## config.mk

```make
export PLATFORM = sky130hd
export DESIGN_NAME = krt_seq
export DESIGN_NICKNAME = d
export VERILOG_FILES = /design/src/sv/krt_pkg.sv /design/src/sv/krt_seq.sv
export SDC_FILE = /design/constraint.sdc
export NUM_CORES = 1
export LEC_CHECK = 0
export BUFFER_PORTS_ARGS = -buffer_cell sky130_fd_sc_hd__buf_2
export CAP_MARGIN = 20
export CORE_MARGIN = 10
export CORE_UTILIZATION = 52
export DETAILED_ROUTE_END_ITERATION = 8
export PLACE_DENSITY = 0.8
export SLEW_MARGIN = 20
export SYNTH_ARGS = -nofsm -noshare
export SYNTH_HDL_FRONTEND = slang
export SYNTH_SLANG_ARGS = --single-unit
```

## constraint.sdc

```tcl
create_clock -name clk -period 3.3 [get_ports clk]
set_input_delay 0.165 -clock clk [delete_from_list [all_inputs] [get_ports clk]]
set_output_delay 0.165 -clock clk [all_outputs]
set_load 0.05 [all_outputs]
```

## src/sv/krt_pkg.sv

```systemverilog
// Shared constants, types and the control store of the keyed record table.
`timescale 1ns / 1ps
package krt_pkg;

	localparam int CAPACITY_DEF = 64;

	localparam int ACT_W    = 2;
	localparam int KEY_W    = 31;
	localparam int GRADE_W  = 7;
	localparam int ATT_W    = 8;
	localparam int STATUS_W = 3;
	localparam int POS_W    = 6;
	localparam int REC_W    = KEY_W + 3 * GRADE_W + ATT_W;

	localparam logic [GRADE_W-1:0] GRADE_MAX = 7'd100;

	localparam logic [ACT_W-1:0] ACT_INSERT = 2'd0;
	localparam logic [ACT_W-1:0] ACT_REMOVE = 2'd1;
	localparam logic [ACT_W-1:0] ACT_LIST   = 2'd2;

	localparam logic [STATUS_W-1:0] ST_OK       = 3'd0;
	localparam logic [STATUS_W-1:0] ST_DUP      = 3'd1;
	localparam logic [STATUS_W-1:0] ST_FULL     = 3'd2;
	localparam logic [STATUS_W-1:0] ST_NOTFOUND = 3'd3;
	localparam logic [STATUS_W-1:0] ST_EMPTY    = 3'd4;

	localparam int UPC_W = 5;
	typedef logic [UPC_W-1:0] upc_t;

	// Entry points of the control program.
	localparam upc_t UPC_FETCH      = 5'd0;
	localparam upc_t UPC_DISP_INS   = 5'd1;
	localparam upc_t UPC_DISP_REM   = 5'd2;
	localparam upc_t UPC_DISP_LIST  = 5'd3;
	localparam upc_t UPC_DISP_NONE  = 5'd4;
	localparam upc_t UPC_INS        = 5'd5;
	localparam upc_t UPC_INS_SCAN   = 5'd6;
	localparam upc_t UPC_INS_CHECK  = 5'd7;
	localparam upc_t UPC_INS_WRITE  = 5'd8;
	localparam upc_t UPC_REM        = 5'd9;
	localparam upc_t UPC_REM_SCAN   = 5'd10;
	localparam upc_t UPC_REM_CHECK  = 5'd11;
	localparam upc_t UPC_REM_SETUP  = 5'd12;
	localparam upc_t UPC_REM_SHIFT  = 5'd13;
	localparam upc_t UPC_REM_DONE   = 5'd14;
	localparam upc_t UPC_LIST       = 5'd15;
	localparam upc_t UPC_LIST_FIRST = 5'd16;
	localparam upc_t UPC_LIST_LOOP  = 5'd17;
	localparam upc_t UPC_LIST_DONE  = 5'd18;
	localparam upc_t UPC_FULL       = 5'd19;
	localparam upc_t UPC_DUP        = 5'd20;
	localparam upc_t UPC_EMPTY_KEY  = 5'd21;
	localparam upc_t UPC_NOTFOUND   = 5'd22;
	localparam upc_t UPC_EMPTY_ZERO = 5'd23;

	typedef enum logic [3:0] {
		C_NEVER,
		C_ALWAYS,
		C_IS_INS,
		C_IS_REM,
		C_IS_LIST,
		C_FULL,
		C_EMPTY,
		C_FOUND,
		C_NFOUND,
		C_SCAN_MORE,
		C_SHIFT_MORE,
		C_LIST_MORE
	} cond_t;

	typedef enum logic [3:0] {
		OP_NONE,
		OP_ACCEPT,
		OP_SCAN,
		OP_IDX_FOUND,
		OP_SHIFT,
		OP_RD_IDX,
		OP_LIST,
		OP_INSERT,
		OP_REMOVE
	} dp_op_t;

	typedef enum logic [3:0] {
		EM_NONE,
		EM_OK_NEW,
		EM_OK_FOUND,
		EM_LIST,
		EM_DUP,
		EM_FULL,
		EM_NOTFOUND,
		EM_EMPTY_KEY,
		EM_EMPTY_ZERO
	} emit_t;

	typedef struct packed {
		cond_t  cond;
		upc_t   target;
		dp_op_t op;
		emit_t  emit;
	} ucode_t;

	typedef struct packed {
		logic is_ins;
		logic is_rem;
		logic is_list;
		logic full;
		logic empty;
		logic found;
		logic scan_more;
		logic shift_more;
		logic list_more;
		logic stall;
	} dp_flags_t;

	function automatic logic [GRADE_W-1:0] clamp_grade(input logic [GRADE_W-1:0] g);
		return (g > GRADE_MAX) ? GRADE_MAX : g;
	endfunction

	function automatic ucode_t uw(input cond_t c, input upc_t t, input dp_op_t o,
			input emit_t e);
		ucode_t w;
		w.cond   = c;
		w.target = t;
		w.op     = o;
		w.emit   = e;
		return w;
	endfunction

	// Control program. A step jumps to its target when its condition holds,
	// otherwise it falls through to the next step.
	function automatic ucode_t ucode_rom(input upc_t pc);
		ucode_t w;
		case (pc)
			UPC_FETCH:      w = uw(C_NEVER,      UPC_FETCH,     OP_ACCEPT,    EM_NONE);
			UPC_DISP_INS:   w = uw(C_IS_INS,     UPC_INS,       OP_NONE,      EM_NONE);
			UPC_DISP_REM:   w = uw(C_IS_REM,     UPC_REM,       OP_NONE,      EM_NONE);
			UPC_DISP_LIST:  w = uw(C_IS_LIST,    UPC_LIST,      OP_NONE,      EM_NONE);
			UPC_DISP_NONE:  w = uw(C_ALWAYS,     UPC_FETCH,     OP_NONE,      EM_NONE);
			UPC_INS:        w = uw(C_FULL,       UPC_FULL,      OP_NONE,      EM_NONE);
			UPC_INS_SCAN:   w = uw(C_SCAN_MORE,  UPC_INS_SCAN,  OP_SCAN,      EM_NONE);
			UPC_INS_CHECK:  w = uw(C_FOUND,      UPC_DUP,       OP_NONE,      EM_NONE);
			UPC_INS_WRITE:  w = uw(C_ALWAYS,     UPC_FETCH,     OP_INSERT,    EM_OK_NEW);
			UPC_REM:        w = uw(C_EMPTY,      UPC_EMPTY_KEY, OP_NONE,      EM_NONE);
			UPC_REM_SCAN:   w = uw(C_SCAN_MORE,  UPC_REM_SCAN,  OP_SCAN,      EM_NONE);
			UPC_REM_CHECK:  w = uw(C_NFOUND,     UPC_NOTFOUND,  OP_NONE,      EM_NONE);
			UPC_REM_SETUP:  w = uw(C_NEVER,      UPC_FETCH,     OP_IDX_FOUND, EM_NONE);
			UPC_REM_SHIFT:  w = uw(C_SHIFT_MORE, UPC_REM_SHIFT, OP_SHIFT,     EM_NONE);
			UPC_REM_DONE:   w = uw(C_ALWAYS,     UPC_FETCH,     OP_REMOVE,    EM_OK_FOUND);
			UPC_LIST:       w = uw(C_EMPTY,      UPC_EMPTY_ZERO, OP_NONE,     EM_NONE);
			UPC_LIST_FIRST: w = uw(C_NEVER,      UPC_FETCH,     OP_RD_IDX,    EM_NONE);
			UPC_LIST_LOOP:  w = uw(C_LIST_MORE,  UPC_LIST_LOOP, OP_LIST,      EM_LIST);
			UPC_LIST_DONE:  w = uw(C_ALWAYS,     UPC_FETCH,     OP_NONE,      EM_NONE);
			UPC_FULL:       w = uw(C_ALWAYS,     UPC_FETCH,     OP_NONE,      EM_FULL);
			UPC_DUP:        w = uw(C_ALWAYS,     UPC_FETCH,     OP_NONE,      EM_DUP);
			UPC_EMPTY_KEY:  w = uw(C_ALWAYS,     UPC_FETCH,     OP_NONE,      EM_EMPTY_KEY);
			UPC_NOTFOUND:   w = uw(C_ALWAYS,     UPC_FETCH,     OP_NONE,      EM_NOTFOUND);
			UPC_EMPTY_ZERO: w = uw(C_ALWAYS,     UPC_FETCH,     OP_NONE,      EM_EMPTY_ZERO);
			default:        w = uw(C_ALWAYS,     UPC_FETCH,     OP_NONE,      EM_NONE);
		endcase
		return w;
	endfunction

endpackage

```

## src/sv/krt_seq.sv

```systemverilog
// Microcode sequencer: step counter, control store and conditional jumps.
`timescale 1ns / 1ps
module krt_seq import krt_pkg::*; (
	input  logic      clk,
	input  logic      arst_n,
	input  dp_flags_t flags,
	output ucode_t    ctrl
);
	upc_t pc_q;
	upc_t pc_next;
	logic taken;

	assign ctrl = ucode_rom(pc_q);

	always_comb begin
		case (ctrl.cond)
			C_NEVER:      taken = 1'b0;
			C_ALWAYS:     taken = 1'b1;
			C_IS_INS:     taken = flags.is_ins;
			C_IS_REM:     taken = flags.is_rem;
			C_IS_LIST:    taken = flags.is_list;
			C_FULL:       taken = flags.full;
			C_EMPTY:      taken = flags.empty;
			C_FOUND:      taken = flags.found;
			C_NFOUND:     taken = !flags.found;
			C_SCAN_MORE:  taken = flags.scan_more;
			C_SHIFT_MORE: taken = flags.shift_more;
			C_LIST_MORE:  taken = flags.list_more;
			default:      taken = 1'b0;
		endcase

		if (flags.stall) begin
			pc_next = pc_q;
		end else if (taken) begin
			pc_next = ctrl.target;
		end else begin
			pc_next = pc_q + 5'd1;
		end
	end

	always_ff @(posedge clk or negedge arst_n) begin
		if (!arst_n) begin
			pc_q <= UPC_FETCH;
		end else begin
			pc_q <= pc_next;
		end
	end
endmodule

```

**Yosys cells after proc, flatten, opt, wreduce, memory -nomap -nowiden**

Memory sizes are Yosys's and may differ from the RTL's.
Index checks and enable logic that the tools add are counted.

- Mux-type cells: 2
- Reduce and logical (&&, ||, !) cells: 1
- Add/subtract/negate cells: 1
- Equal/unequal tests: 11

Operators by type and width:

| operator | count |
|---|---|
| equality test 4 x 3 -> 1 bit (second input constant) | 4 |
| equality test 4 bit (second input constant) | 4 |
| one-hot mux 1 bit (11 select lines) | 1 |
| equality test 4 x 2 -> 1 bit (second input constant) | 2 |
| adder 5 x 1 -> 5 bit (second input constant) | 1 |
| two-way mux 5 bit | 1 |
| equality test 4 x 1 -> 1 bit (second input constant) | 1 |
| logical NOT 1 bit | 1 |

- Memories: 1
- Input port bits: 12
- Output and inout port bits: 17
- Memory bits (read-only): 544
- Register bits after elaboration: 5
- Word-level logic and storage cells: 17

Memory list:

| memory | depth | bits a word | read ports | clocked after memory_dff | write ports | RTL line | text |
|---|---|---|---|---|---|---|---|
| (no name shown) | 32 | 17 | 1 | 0 | 0 | krt_pkg.sv:133 | `case (pc)` |

**Longest topological paths before layout**

An unclocked memory read counts as a cell.

- Depth after elaboration: 4
- Gate-level depth with buffers: 11
- Mapped depth without buffers: 10

**Worst setup path before layout**

Ideal clock, no wire load.

- Path type: register -> register
- Start point: register pc_q[1]
- End point: register pc_q[1]
- Stages on the path, launching flop included: 9
- Period minus slack after synthesis: 3.084 ns
- Library setup time: 0.084 ns
- Slack: 0.216 ns
- Arrival time: 3.000 ns
- Cell sequence: dfrtp_1 > clkbuf_1 > inv_1 > ha_1 > and2_1 > a211oi_1 > a311oi_1 > o21ai_0 > a31oi_1

RTL lines:

| what | RTL line | text |
|---|---|---|
| start: declaration | krt_seq.sv:9 | `upc_t pc_q;` |
| start signal: assignment | krt_seq.sv:45 | `pc_q <= pc_next;` |

**Worst setup path in the final report**

- Start point: register pc_q[0]
- End point: register pc_q[2]

- Cells in the longest elaborated chain, start to end: 4

RTL lines:

| what | RTL line | text |
|---|---|---|
| memory (32 x 17 bit) | n/a |  |
| equality test 4 bit, or another cell as far along | krt_seq.sv:16 | `case (ctrl.cond)` |
| one-hot mux 1 bit (11 select lines) | krt_seq.sv:16 |  |
| two-way mux 5 bit (*) | krt_seq.sv:34 | `end else if (taken) begin` |

Mark *: on every way between the ends. The rest lies on a longest branch, timed or not.
A chain may end at the register's enable or synchronous reset.

==> results.txt <==
The number of filler cells placed in the layout came out at 158. The number of port buffers is 28. The number of cells on the worst reg-to-reg path came out at 9. The total wirelength of the detailed-routed design came out at 3.11 mm. The total count of hold-check failures in the final report came out at 0. For this run, the leading register cell type out of synthesis is sky130_fd_sc_hd__dfrtp_1. In this run the tightest slew margin relative to its limit is 0.574. The top cell types in the final layout, fill and taps aside, are sky130_fd_sc_hd__buf_2 (28), sky130_fd_sc_hd__nor2_1 (11), sky130_fd_sc_hd__nand2_1 (10), sky130_fd_sc_hd__inv_1 (9), sky130_fd_sc_hd__ha_1 (9). The routed wirelength normalized by instance count is 17.4 microns. The number of placement rows is 15. The starting density of the core came out at 0.568. The floorplan die height came out at ~64 microns. The proportion of synthesized flip-flops having asynchronous set or reset is 1.00. Routability-driven placement finished with a final weighted congestion of slightly below 0.9. The via count of the first global-routing pass came out at between 1k and 1.5k. The net count of the finished layout came out at 176. The clock buffer count from CTS came out at 3. The maximum fanout along the worst path is 11. The endpoint identified for the worst register-to-register timing path is pc_q[2]$_DFFE_PN0N_. The length of the first detailed-routing pass in iterations is 4.

Summing all placed instances gives a cell area of 1170 sq um. Dividing the final minimum period by the clock period gives 0.925. Using the TritonRoute via totals, the vias-per-cell ratio works out to 6.08. The max-cap check violation count is 0. For this design the top-level I/O count stands at 29. Data on the critical path arrives at its endpoint at 3.18 ns. The launching point of the worst reg2reg path is pc_q[0]$_DFFE_PN0N_. CTS placed an instance of sky130_fd_sc_hd__clkbuf_4 at the clock tree root. The cell area after technology mapping is between 1000 and 1500 sq um. The last element of the critical path is pc_q[2]$_DFFE_PN0N_. The remaining antenna violation count is 0. The minimum clock period after layout is 3.05 ns. The later-pin clock latency in the skew report is 0.26 ns.

The sequential share of the synthesized area came out at 0.124. Setup violations remaining at the end of the flow were counted as 0. The clock slew seen by the registers of the worst setup and hold paths came out at 0.05 ns. Entering global routing, the biggest net connects 20 pins. By startpoint and endpoint, the worst setup path is classified as register to register. After routing, the total negative slack on setup checks comes to 0 ns. The count of clock tree sinks is 5. TritonCTS built the clock tree. The first-iteration detailed-routing DRC count is 48. The top register by number of flip-flops is pc_q. The achievable frequency is 328 MHz. The total via count in the routed design came out at 1088.

For this run, design rule violations remaining after detail routing come to 0. The design area came out at 1210 sq um. The number of pins exceeding their max-slew limit in the final report is 0.

The largest registers in the layout are pc_q: 5 flops. The number of antenna violations at the first check in global routing came out at 0. The worst clock skew on the final layout came out at 0.000342 ns. The worst setup path is captured at a register. The synthesized instance count is 125.

The most critical setup path has its startpoint at pc_q[0]$_DFFE_PN0N_. The synthesis-to-finish area growth came out at 19.9%. In this run the number of H-tree levels came out at 1.

Measured along the x axis, the die boundary spans between 60 and 70 microns. The net count of the mapped netlist came out at ~150. After legalization and detailed placement, the total HPWL measured roughly 2.5 mm. For the pin with the worst max-slew slack, the measured transition is 0.639 ns. The worst setup path is launched from a register.

The average cell area after synthesis came out at just over 8 sq um. The worst hold path belongs to the class input pin to asynchronous set/reset pin. Counting flops and latches in the post-synthesis netlist gives 5.

The number of unique standard cell types used by synthesis came out at 51. The end-of-flow core utilization came out at 0.681. The number of antenna diodes came out at 0. The number of flip-flops in the largest register is 5. At the worst endpoint, the required time is 3.43 ns.

In this run the standard cell core region covers ~1800 sq um. The minimum setup slack among reg-to-reg paths is approximately 0.25 ns. For this run, the number of Yosys warnings is 0. The area enclosed by the die boundary is 4110 sq um.

The longest clock path from root to sink contains 2 buffers. Leaving out fill and tap cells, the most frequent cell in the layout is sky130_fd_sc_hd__buf_2. Setup repair after global routing left no endpoint under its margin. The overall overflow remaining after global route is 0. The run finished with clean final reports. The share of post-route cells with drive strength above 1 came out at 0.344. In the global route stage, overall resource usage came out at 0.150. The number of enable-type register cells in the synthesized netlist came out at 0. The global-route wire length before repair came out at 5.15 mm.
routing by layer:
metal | up-vias | track usage | share of wire
met5 | - | 0 | 0
met4 | 0 | 0.0722 | 0.014
met3 | 7 | 0.0209 | 0.043
met2 | 36 | 0.256 | 0.51
met1 | 512 | 0.178 | 0.44
li1 | 533 | - | -
what timing repair did:
item | CTS | global route
buffers inserted | 0 | 0
hold buffers | 1 | 0
hold endpoints to repair | 5 | 0
resized for setup | 0 | 1
setup endpoints to repair | 0 | 1
cells by family after synthesis:
logic type,count (synthesis),synth area share
AOI/OAI and AO/OA,41,0.355
xor gates and xnor gates,1,0.00865
adders and majority gates,9,0.111
buffers and inverters,16,0.0729
DFF,5,0.124
muxes,6,0.0692
and+or+nand+nor,47,0.260
critical path, stage by stage, from the launching register on:
cell and delay (ns):
sky130_fd_sc_hd__dfrtp_1 0.52, sky130_fd_sc_hd__inv_1 0.21, sky130_fd_sc_hd__ha_1 0.24, sky130_fd_sc_hd__or4_1 0.42, sky130_fd_sc_hd__o21ai_2 0.11, sky130_fd_sc_hd__or2_1 0.30, sky130_fd_sc_hd__mux2_2 0.41, sky130_fd_sc_hd__a311o_2 0.42
sky130_fd_sc_hd__o21ai_0 0.18, sky130_fd_sc_hd__a31oi_1 0.10
per-stage QoR:
stage / cells / setup WS, ns / hold WS, ns
after floorplan: 125 / 0.216 / -0.131
final: 179 / 0.247 / 0.256
after detailed placement: 174 / 0.254 / -0.00905
after global routing: 179 / 0.00383 / 0.264
after global placement: 174 / 0.408 / -0.0136
after CTS: 179 / 0.255 / 0.245
cells in the mapped netlist, types with 2 or more instances:
library cell,n,share of area
sky130_fd_sc_hd__buf_2,2,0.0099
sky130_fd_sc_hd__o211ai_1,3,0.022
sky130_fd_sc_hd__and2_1,3,0.019
sky130_fd_sc_hd__nand2_1,10,0.037
sky130_fd_sc_hd__a31oi_1,3,0.019
sky130_fd_sc_hd__dfrtp_1,5,0.12
sky130_fd_sc_hd__inv_1,9,0.033
sky130_fd_sc_hd__o21ai_0,8,0.040
sky130_fd_sc_hd__nand2b_1,6,0.037
sky130_fd_sc_hd__clkbuf_1,3,0.011
sky130_fd_sc_hd__ha_1,9,0.11
sky130_fd_sc_hd__a21oi_1,6,0.030
sky130_fd_sc_hd__nand3_1,4,0.020
sky130_fd_sc_hd__mux2_2,4,0.044
sky130_fd_sc_hd__o311a_1,2,0.020
sky130_fd_sc_hd__nor2_1,11,0.041
sky130_fd_sc_hd__o2111a_1,2,0.022
sky130_fd_sc_hd__a311oi_1,2,0.017
area by class of cell:
class	instances	area (sq um)	share of cell area
inverter	9	33.8	0.0278
sequential	5	125	0.103
tap	25	31.3	0.0258
timing repair buffer	32	173	0.142
multi-input combinational	104	825	0.679
clock buffer	4	26.3	0.0216
worst min path at each step:
| stage | endpoint | startpoint |
|---|---|---|
| 4_1_cts | pc_q[4]$_DFFE_PN0N_ | arst_n |
| 6_report | pc_q[2]$_DFFE_PN0N_ | arst_n |
| 3_5_place_dp | pc_q[2]$_DFFE_PN0N_ | arst_n |
| 3_3_place_gp | pc_q[2]$_DFFE_PN0N_ | arst_n |
| 5_1_grt | pc_q[2]$_DFFE_PN0N_ | arst_n |
| 2_1_floorplan | pc_q[0]$_DFFE_PN0N_ | arst_n |
Power is not shown: default switching activity piles up to over one toggle a cycle in this logic, so the estimate is an artifact.
